### src/hdl/mexp_pkg.sv
// Shared constants and controller/datapath interface types for the modular exponentiator.
package mexp_pkg;

    localparam int OPERAND_WIDTH_DEF = 16;
    localparam int CFG_INDEX_WIDTH   = 2;

    localparam logic [CFG_INDEX_WIDTH-1:0] REG_EXPONENT_KEY  = 2'd0;
    localparam logic [CFG_INDEX_WIDTH-1:0] REG_MODULUS_VALUE = 2'd1;

    typedef struct packed {
        logic start_base;
        logic start_mul;
        logic take_base;
        logic take_mul;
        logic load_out;
    } t_dp_cmd;

    typedef struct packed {
        logic red_busy;
        logic exp_zero;
        logic mod_zero;
        logic out_full;
    } t_dp_status;

endpackage

### src/hdl/mexp_modred.sv
// Bit-serial restoring reducer: computes a double-width value modulo a single-width modulus.
module mexp_modred #(
    parameter int OPERAND_WIDTH = mexp_pkg::OPERAND_WIDTH_DEF
) (
    input  logic                       i_clk,
    input  logic                       i_rst_n,
    input  logic                       i_start,
    input  logic [2*OPERAND_WIDTH-1:0] i_value,
    input  logic [OPERAND_WIDTH-1:0]   i_modulus,
    output logic                       o_busy,
    output logic [OPERAND_WIDTH-1:0]   o_result
);

    localparam int W     = OPERAND_WIDTH;
    localparam int CNT_W = $clog2(2 * W + 1);

    logic             r_busy;
    logic [CNT_W-1:0] r_cnt;
    logic [2*W-1:0]   r_val;
    logic [W-1:0]     r_rem;

    logic             n_busy;
    logic [CNT_W-1:0] n_cnt;
    logic [2*W-1:0]   n_val;
    logic [W-1:0]     n_rem;

    logic [W:0] w_trial;
    logic [W:0] w_diff;

    // One dividend bit enters the partial remainder per cycle.
    assign w_trial = {r_rem, r_val[2*W-1]};
    assign w_diff  = w_trial - {1'b0, i_modulus};

    always_comb begin
        n_busy = r_busy;
        n_cnt  = r_cnt;
        n_val  = r_val;
        n_rem  = r_rem;
        if (i_start) begin
            n_busy = 1'b1;
            n_cnt  = CNT_W'(2 * W);
            n_val  = i_value;
            n_rem  = '0;
        end else if (r_busy) begin
            n_val = {r_val[2*W-2:0], 1'b0};
            if (w_trial >= {1'b0, i_modulus}) begin
                n_rem = w_diff[W-1:0];
            end else begin
                n_rem = w_trial[W-1:0];
            end
            n_cnt  = r_cnt - CNT_W'(1);
            n_busy = (r_cnt != CNT_W'(1));
        end
    end

    always_ff @(posedge i_clk) begin
        if (!i_rst_n) begin
            r_busy <= 1'b0;
            r_cnt  <= '0;
        end else begin
            r_busy <= n_busy;
            r_cnt  <= n_cnt;
        end
        r_val <= n_val;
        r_rem <= n_rem;
    end

    assign o_busy   = r_busy;
    assign o_result = r_rem;

endmodule

### src/hdl/mexp_dp.sv
// Datapath: configuration registers, accumulator, square, exponent shifter, reducers, result register.
module mexp_dp #(
    parameter int OPERAND_WIDTH = mexp_pkg::OPERAND_WIDTH_DEF
) (
    input  logic                                 i_clk,
    input  logic                                 i_rst_n,
    input  logic                                 i_cfg_we,
    input  logic [mexp_pkg::CFG_INDEX_WIDTH-1:0] i_cfg_index,
    input  logic [OPERAND_WIDTH-1:0]             i_cfg_data,
    input  logic [OPERAND_WIDTH-1:0]             i_base_value,
    input  logic                                 i_out_stall,
    input  mexp_pkg::t_dp_cmd                    i_cmd,
    output mexp_pkg::t_dp_status                 o_status,
    output logic                                 o_out_valid,
    output logic [OPERAND_WIDTH-1:0]             o_power_result,
    output logic                                 o_zero_modulus_error
);

    localparam int W = OPERAND_WIDTH;

    logic [W-1:0] r_exp_key;
    logic [W-1:0] r_mod;
    logic [W-1:0] r_acc;
    logic [W-1:0] r_sq;
    logic [W-1:0] r_exp;
    logic         r_out_valid;
    logic [W-1:0] r_out_result;
    logic         r_out_err;

    logic [2*W-1:0] w_prod_acc;
    logic [2*W-1:0] w_prod_sq;
    logic [2*W-1:0] w_red_b_in;
    logic [W-1:0]   w_red_a;
    logic [W-1:0]   w_red_b;
    logic           w_busy_a;
    logic           w_busy_b;
    logic           w_mod_zero;

    assign w_mod_zero = (r_mod == '0);
    assign w_prod_acc = {{W{1'b0}}, r_acc} * {{W{1'b0}}, r_sq};
    assign w_prod_sq  = {{W{1'b0}}, r_sq} * {{W{1'b0}}, r_sq};
    assign w_red_b_in = i_cmd.start_base ? {{W{1'b0}}, i_base_value} : w_prod_sq;

    // Lane A forms the accumulator product, lane B the square (or the initial base reduction).
    mexp_modred #(.OPERAND_WIDTH(W)) u_red_a (
        .i_clk     (i_clk),
        .i_rst_n   (i_rst_n),
        .i_start   (i_cmd.start_mul),
        .i_value   (w_prod_acc),
        .i_modulus (r_mod),
        .o_busy    (w_busy_a),
        .o_result  (w_red_a)
    );

    mexp_modred #(.OPERAND_WIDTH(W)) u_red_b (
        .i_clk     (i_clk),
        .i_rst_n   (i_rst_n),
        .i_start   (i_cmd.start_base | i_cmd.start_mul),
        .i_value   (w_red_b_in),
        .i_modulus (r_mod),
        .o_busy    (w_busy_b),
        .o_result  (w_red_b)
    );

    always_ff @(posedge i_clk) begin
        if (!i_rst_n) begin
            r_exp_key   <= '0;
            r_mod       <= '0;
            r_out_valid <= 1'b0;
        end else begin
            if (i_cfg_we && (i_cfg_index == mexp_pkg::REG_EXPONENT_KEY)) begin
                r_exp_key <= i_cfg_data;
            end
            if (i_cfg_we && (i_cfg_index == mexp_pkg::REG_MODULUS_VALUE)) begin
                r_mod <= i_cfg_data;
            end
            if (i_cmd.load_out) begin
                r_out_valid <= 1'b1;
            end else if (r_out_valid && !i_out_stall) begin
                r_out_valid <= 1'b0;
            end
        end
    end

    always_ff @(posedge i_clk) begin
        if (i_cmd.start_base) begin
            r_acc <= W'(1);
            r_exp <= r_exp_key;
        end
        if (i_cmd.take_base) begin
            r_sq <= w_red_b;
        end
        if (i_cmd.take_mul) begin
            if (r_exp[0]) begin
                r_acc <= w_red_a;
            end
            r_sq  <= w_red_b;
            r_exp <= {1'b0, r_exp[W-1:1]};
        end
        if (i_cmd.load_out) begin
            r_out_result <= w_mod_zero ? '0 : r_acc;
            r_out_err    <= w_mod_zero;
        end
    end

    assign o_status.red_busy = w_busy_a | w_busy_b;
    assign o_status.exp_zero = (r_exp == '0);
    assign o_status.mod_zero = w_mod_zero;
    assign o_status.out_full = r_out_valid;

    assign o_out_valid          = r_out_valid;
    assign o_power_result       = r_out_result;
    assign o_zero_modulus_error = r_out_err;

endmodule

### src/hdl/mexp_ctrl.sv
// Controller: sequences base reduction, per-bit multiply/square steps and result handoff.
module mexp_ctrl (
    input  logic                 i_clk,
    input  logic                 i_rst_n,
    input  logic                 i_in_valid,
    input  mexp_pkg::t_dp_status i_status,
    output logic                 o_in_stall,
    output mexp_pkg::t_dp_cmd    o_cmd
);

    localparam logic [2:0] S_IDLE   = 3'd0;
    localparam logic [2:0] S_BASE   = 3'd1;
    localparam logic [2:0] S_CHECK  = 3'd2;
    localparam logic [2:0] S_MUL    = 3'd3;
    localparam logic [2:0] S_FINISH = 3'd4;

    logic [2:0] r_state;
    logic [2:0] n_state;

    always_comb begin
        n_state = r_state;
        o_cmd   = '0;
        case (r_state)
            S_IDLE: begin
                if (i_in_valid) begin
                    o_cmd.start_base = 1'b1;
                    n_state = i_status.mod_zero ? S_FINISH : S_BASE;
                end
            end
            S_BASE: begin
                if (!i_status.red_busy) begin
                    o_cmd.take_base = 1'b1;
                    n_state = S_CHECK;
                end
            end
            S_CHECK: begin
                // The loop ends as soon as no set exponent bits remain.
                if (i_status.exp_zero) begin
                    n_state = S_FINISH;
                end else begin
                    o_cmd.start_mul = 1'b1;
                    n_state = S_MUL;
                end
            end
            S_MUL: begin
                if (!i_status.red_busy) begin
                    o_cmd.take_mul = 1'b1;
                    n_state = S_CHECK;
                end
            end
            S_FINISH: begin
                if (!i_status.out_full) begin
                    o_cmd.load_out = 1'b1;
                    n_state = S_IDLE;
                end
            end
            default: begin
                n_state = S_IDLE;
            end
        endcase
    end

    always_ff @(posedge i_clk) begin
        if (!i_rst_n) begin
            r_state <= S_IDLE;
        end else begin
            r_state <= n_state;
        end
    end

    assign o_in_stall = (r_state != S_IDLE);

endmodule

### src/hdl/modular_exponentiation.sv
// Each accepted base request yields one result, base^exponent mod modulus, using the exponent and
// modulus written through the configuration port. The work is right-to-left square-and-multiply:
// per exponent bit, the accumulator product and the square are reduced side by side in two
// bit-serial reducers, and the loop stops after the highest set exponent bit. A zero modulus
// yields 0 with the error flag, and a zero exponent yields 1. A finished result waits in an
// output register, so the next base is taken while it is still pending; one item is worked on
// at a time.
module modular_exponentiation #(
    parameter int OPERAND_WIDTH = mexp_pkg::OPERAND_WIDTH_DEF
) (
    input  logic                                 i_clk,
    input  logic                                 i_rst_n,
    input  logic                                 i_cfg_we,
    input  logic [mexp_pkg::CFG_INDEX_WIDTH-1:0] i_cfg_index,
    input  logic [OPERAND_WIDTH-1:0]             i_cfg_data,
    input  logic                                 i_in_valid,
    output logic                                 o_in_stall,
    input  logic [OPERAND_WIDTH-1:0]             i_base_value,
    output logic                                 o_out_valid,
    input  logic                                 i_out_stall,
    output logic [OPERAND_WIDTH-1:0]             o_power_result,
    output logic                                 o_zero_modulus_error
);

    mexp_pkg::t_dp_cmd    w_cmd;
    mexp_pkg::t_dp_status w_status;

    mexp_ctrl u_ctrl (
        .i_clk      (i_clk),
        .i_rst_n    (i_rst_n),
        .i_in_valid (i_in_valid),
        .i_status   (w_status),
        .o_in_stall (o_in_stall),
        .o_cmd      (w_cmd)
    );

    mexp_dp #(.OPERAND_WIDTH(OPERAND_WIDTH)) u_dp (
        .i_clk                (i_clk),
        .i_rst_n              (i_rst_n),
        .i_cfg_we             (i_cfg_we),
        .i_cfg_index          (i_cfg_index),
        .i_cfg_data           (i_cfg_data),
        .i_base_value         (i_base_value),
        .i_out_stall          (i_out_stall),
        .i_cmd                (w_cmd),
        .o_status             (w_status),
        .o_out_valid          (o_out_valid),
        .o_power_result       (o_power_result),
        .o_zero_modulus_error (o_zero_modulus_error)
    );

    // An error result always carries a zero value.
    a_err_zero: assert property (@(posedge i_clk) disable iff (!i_rst_n)
        o_out_valid && o_zero_modulus_error |-> o_power_result == '0)
        else $error("error result with nonzero value");

    // An accepted request keeps the input side busy in the following cycle.
    a_busy_after_accept: assert property (@(posedge i_clk) disable iff (!i_rst_n)
        i_in_valid && !o_in_stall |=> o_in_stall)
        else $error("input not held off after a request was taken");

    // A result only appears at the end of a request's work.
    a_result_from_work: assert property (@(posedge i_clk) disable iff (!i_rst_n)
        $rose(o_out_valid) |-> $past(o_in_stall))
        else $error("result appeared without a request in progress");

endmodule
### config.mk
export PLATFORM = sky130hd
export DESIGN_NAME = modular_exponentiation
export DESIGN_NICKNAME = d
export VERILOG_FILES = /design/src/hdl/mexp_pkg.sv /design/src/hdl/mexp_modred.sv /design/src/hdl/mexp_dp.sv /design/src/hdl/mexp_ctrl.sv /design/src/hdl/modular_exponentiation.sv
export SDC_FILE = /design/constraint.sdc
export NUM_CORES = 1
export LEC_CHECK = 0
export ABC_AREA = 1
export ABC_CLOCK_PERIOD_IN_PS = 9700
export CAP_MARGIN = 20
export CORE_ASPECT_RATIO = 0.9
export CORE_MARGIN = 1
export CORE_UTILIZATION = 45
export CTS_BUF_LIST = sky130_fd_sc_hd__clkbuf_16
export CTS_CLUSTER_SIZE = 28
export DETAILED_ROUTE_END_ITERATION = 16
export DONT_BUFFER_PORTS = 1
export GPL_TIMING_DRIVEN = 0
export PLACE_DENSITY_LB_ADDON = 0.05
export SETUP_SLACK_MARGIN = 0.05
export SYNTH_ARGS = -nofsm -noshare
export SYNTH_HDL_FRONTEND = slang
export SYNTH_SLANG_ARGS = --single-unit
### constraint.sdc
create_clock -name i_clk -period 9.7 [get_ports i_clk]
set_input_delay 1.94 -clock i_clk [delete_from_list [all_inputs] [get_ports i_clk]]
set_output_delay 1.94 -clock i_clk [all_outputs]
set_load 0.05 [all_outputs]
Word-level counts from Yosys, hierarchy flattened. Index checks and enable logic that the tools add are counted.

Bits in registers: 211. Bits of input ports: 39. Output and inout port bits: 19.

$add $sub $neg: 4. Multipliers: 2. Magnitude comparators: 2. Equal/unequal tests: 10. Muxes and demuxes: 39. Bitwise operators: 3. Reduce and logical (&&, ||, !) cells: 18.

Operators with widths (number): $mux W32 (5); $mux W16 (7); $mul A16 B16 Y32 (2); $ge A17 B16 Y1 (2); $logic_not A16 Y1 (2); $sub A16 B16 Y16 (2); $mux W15 (2); $mux W6 (4); $mux W1 (15); $mux W3 (5); $ne A6 B1 Y1 const B (2); $pmux W3 S4 (1); $sub A6 B1 Y6 const B (2); $reduce_bool A2 Y1 (5); $eq A3 B2 Y1 const B (2); $ne A2 B2 Y1 const B (3); $reduce_or A2 Y1 (3); $eq A3 B1 Y1 const B (1); $eq A3 B3 Y1 const B (1); $logic_and A1 B1 Y1 (3); $logic_not A3 Y1 (1); $reduce_and A3 Y1 (1); $reduce_bool A3 Y1 (1); $eq A2 B1 Y1 const B (1); 4 further kinds (5).

Logic depth before layout (Yosys ltp).
Word-level depth: 5. Depth in mapped cells: 28. Depth with buffers taken out: 26.

By module. From an unflattened synthesis, not the netlist that was laid out.

Cell total of the unflattened synthesis: 3897. Area total of the unflattened synthesis: 28740.1 µm².

Modules (own cells, without submodules): mexp_dp (times used 1, cells each 2866, area an instance 21136.5 µm²); mexp_modred (times used 2, cells each 493, area an instance 3663.5 µm²); mexp_ctrl (times used 1, cells each 45, area an instance 276.5 µm²).

Worst setup path after synthesis. OpenSTA, ideal clock, no wires.

Path type: register to register. Start point: register u_dp.r_acc[7]. End point: register u_dp.u_red_a.r_val[29] (data pin). Setup time: 0.253 ns. Data arrival time: 5.217 ns. Slack: 4.230 ns. Cell stages (with the launch flop): 26. Clock period less this slack: 5.470 ns. Path through: dfxtp_1 clkbuf_1 clkbuf_1 nand2_1 fa_1 inv_1 fa_1 inv_1 fa_1 inv_1 fa_1 fa_1 inv_1 fa_1 inv_1 ha_1 nand2_1 nor2_1 inv_1 nor2_1 and2_1 nand2_1 nand2_1 nand2_1 nand3_1 nand2_1.

Longest elaborated chain between the ends: 2.

Ends and longest elaborated chain: start: declaration (line mexp_dp.sv:23) `logic [W-1:0] r_acc;`; start signal: assignment (line mexp_dp.sv:95) `r_acc <= w_red_a;`; $mul A16 B16 Y32 (line mexp_dp.sv:40) `assign w_prod_acc = {{W{1'b0}}, r_acc} * {{W{1'b0}}, r_sq};`; $mux W32 (line mexp_modred.sv:39) `if (i_start) begin`; named net u_dp.u_red_a.n_val[29] (line mexp_modred.sv:24) `logic [2*W-1:0] n_val;`; end signal: assignment (line mexp_modred.sv:64) `r_val <= n_val;`; end: declaration (line mexp_modred.sv:19) `logic [2*W-1:0] r_val;`.

The timed path passes the listed nets, and every way through them passes these cells. A chain may end at the register's enable or synchronous reset.

Worst setup path in the final report.
Start point: register u_dp.r_acc[7]. End point: register u_dp.u_red_a.r_val[31] (data pin).

The elaborated chain is that of the path after synthesis.

==> summary.txt <==
CTS
  – CTS sink cnt: 211
  – CTS Hold Buffers Added: 0
  – Worst-skew pair later-pin latency: 0.56 ns
  – # resized after CTS: 0
  – Cts bufs inserted: 25
  – Worst-path clk slew: approximately 0.060 ns
  – CTS tree: done
  – H-tree depth: 1
  – Post-CTS Setup Bufs: 0
  – CTS Buffer Depth: 3
  – Root buffer cell: clkbuf_16

Placed design
  – Placed Area: roughly 30,000 um^2
  – IO buf count: 0
  – DP Wirelength: ~67,000 um
  – Routability Congestion: approximately 0.92
  – Pre-CTS setup slack: between 2 and 3 ns

Drt
  – Initial DRT Pass Iterations: 5
  – Residual DRC: 0
  – Final wirelength: around 80,000 um
  – Routed wire per std cell: around 17 um
  – DRT iter0 DRCs: 1,625
  – Via density: a little under 5
  – ANT nets after route: 0
  – Vias: around 23k

Synthesis
  – Ys Warns: 0
  – Mapped Cells: between 3k and 4k
  – Post-Syn Nets: between 4k and 5k
  – Mapped Avg Cell Area: ~7.4 um^2
  – Synth Cell Area: about 28,000 um^2
  – Post-synth top area share: between 20% and 30%
  – Synth top area cells: fa_1, nand2_1, inv_1
  – Register area share after synthesis: between 10% and 20%
  – Post-synth top area cell: fa_1
  – Netlist cell types: 45
  – Synth Register Bits: roughly 210

Global route
  – First-pass GRT wire length: between 100,000 and 150,000 um
  – Tot GR Track Use: 26.1%
  – Initial antenna violation count: 2
  – Largest net degree at the start of global routing: 42
  – Global route overflow: 0
  – Vias in the first global route: roughly 23k

STA
  – Setup violators final: 0
  – Final worst clock skew: slightly above 0.03 ns
  – Minimum clock period: ~7 ns
  – Relative slew slack: between 30% and 40%
  – Setup TNS: 0 ns
  – Fin crit share: about 73%
  – RSZ-0062 raised after global routing: false
  – Slew @ Worst Pin: 1.02 ns
  – Fin. max-slew vios: 0
  – Fmax: around 140 MHz
  – Final setup margin: roughly 2.6 ns
  – Fin. Hold Viols: 0

Floorplanning
  – Initial Utilization: between 40% and 50%
  – Die W: between 200 and 300 um
  – Die height: 239 um
  – Number of cell rows: 86
  – Core box area: between 60,000 and 70,000 um^2
  – Io pins: 58
  – Die ar.: about 64,000 um^2

Finish
  – Area Overhead vs Synth: 6.63%
  – Post-route design area: between 30,000 and 40,000 um^2
  – Fill cells: 6,481
  – Final core occ: 48.8%
  – Layout cells sized above 1: under 10%
  – # diodes: 0
  – Fin nets: 4,481

Critical path
  – CP endpoint kind: register
  – Critical path startpoint category: register
  – Worst endpoint required time: 9.97 ns
  – Crit path max fanout: 10
  – Crit path DAT: roughly 7.4 ns
  – Worst Path Class, Setup: reg -> reg

Min path
  – Hold Path Class: reg -> reg

Flow run
  – Maxcap violations: 0

Run status
  – Outcome: completed
## cells in the mapped netlist (all sizes together)
master and count:
ha 238, clkbuf 95, nor2 205, a22o 1
inv 975, o21ai 104, a21oi 88, nand3b 16
o211ai 8, xor2 19, a31oi 2, xnor2 30
or2 9, dfxtp 99, nand2 1166, o21bai 7
edfxtp 112, a21o 2, and3 2, fa 358
nor3 18, o31ai 2, nand4 25, and2 7
buf 32, nand3 197, a31o 1
## through the flow
| step | hold slack [ns] | std cells |
|---|---|---|
| finish | 0.480 | 4701 |
| global route | 0.499 | 4701 |
| CTS | 0.484 | 4701 |
| detailed placement | 0.474 | 4655 |
| global placement | 0.471 | 4654 |
| floorplan | 0.437 | 3818 |
## kinds of logic after synthesis
family / count (synthesis) / synth area share, %
AND/OR/NAND/NOR: 1645 / 24.3
buffers and inverters: 1102 / 15.1
adder cells (fa/ha/maj): 596 / 36.0
AO/OA/AOI/OAI: 215 / 4.06
flip-flops: 211 / 19.0
XOR/XNOR: 49 / 1.52
## layer usage
metal / up-vias / global-route usage, % / share of wire, %
met4: 0 / 5.15 / 1.9
met2: 587 / 42.6 / 45
met5: - / 0 / 0
met3: 84 / 2.96 / 6.3
li1: 11359 / - / -
met1: 10859 / 37.4 / 47
## cell usage in the layout, fill, tap and decap left out, types with 5 or more instances in the layout
cell,count
and2_1,7
fa_1,358
buf_1,7
o21ai_1,28
nor2_2,5
nor3_1,15
nand2_2,13
nand4_1,25
o21ai_0,74
inv_2,13
xor2_1,19
buf_2,15
o21bai_1,7
dfxtp_1,99
nand3b_1,16
clkbuf_16,28
ha_1,238
nand2_1,1148
clkbuf_1,94
buf_6,6
o211ai_1,8
nor2_4,6
nand3_2,19
or2_2,6
nand3_1,178
inv_1,968
nand2_4,5
edfxtp_1,112
a21oi_1,87
clkinv_1,6
nor2_1,194
xnor2_1,30
## final cells by class
type	count	area [um^2]	share of cell area (%)
Tap cell	836	1050	3.48
Sequential cell	211	5350	17.8
Buffer	127	591	1.97
Clock inverter	18	104	0.346
Inverter	975	3660	12.2
Clock buffer	28	701	2.33
Timing Repair Buffer	1	15.0	0.0500
Multi-Input combinational cell	2505	18600	61.8
## registers in the layout, summed over array words and instances (netlist names), 16 cells and up
| signal | count |
|---|---|
| u_dp.u_red_a.r_val | 32 |
| u_dp.u_red_b.r_val | 32 |
| u_dp.o_power_result | 16 |
| u_dp.r_exp | 16 |
| u_dp.r_acc | 16 |
| u_dp.r_sq | 16 |
| u_dp.r_exp_key | 16 |
| u_dp.u_red_a.o_result | 16 |
| u_dp.r_mod | 16 |
| u_dp.u_red_b.o_result | 16 |
## worst max-delay path, cell delays in order, from the launching register on
cell,delay (ns)
dfxtp_1,0.30
clkbuf_1,0.61
clkbuf_1,0.68
nand2_1,0.18
fa_1,0.58
inv_1,0.06
fa_1,0.49
inv_1,0.05
fa_1,0.55
inv_1,0.06
fa_1,0.49
fa_1,0.51
inv_1,0.05
fa_1,0.48
inv_1,0.05
ha_1,0.39
nand2_1,0.13
nor2_1,0.30
nand3_1,0.14
nand3b_1,0.25
nand2_1,0.11
nand2_1,0.08
nand2_1,0.05
nand3_1,0.12
nand2_1,0.11
## worst paths after layout
check / from / end / slack [ns] / cells past startpoint
setup / recovery: u_dp.r_acc[7]$_DFF_P_ / u_dp.u_red_a.r_val[31]$_DFFE_PP_ / 2.61 / 24
hold / removal: u_dp.u_red_a.o_result[12]$_SDFFE_PP0P_ / u_dp.u_red_a.o_result[12]$_SDFFE_PP0P_ / 0.48 / 2
hold reg to reg: u_dp.u_red_a.o_result[12]$_SDFFE_PP0P_ / u_dp.u_red_a.o_result[12]$_SDFFE_PP0P_ / 0.48 / 2
setup reg to reg: u_dp.r_acc[7]$_DFF_P_ / u_dp.u_red_a.r_val[31]$_DFFE_PP_ / 2.61 / 24
Power is not shown: default switching activity piles up to over one toggle a cycle in this logic, so the estimate is an artifact.
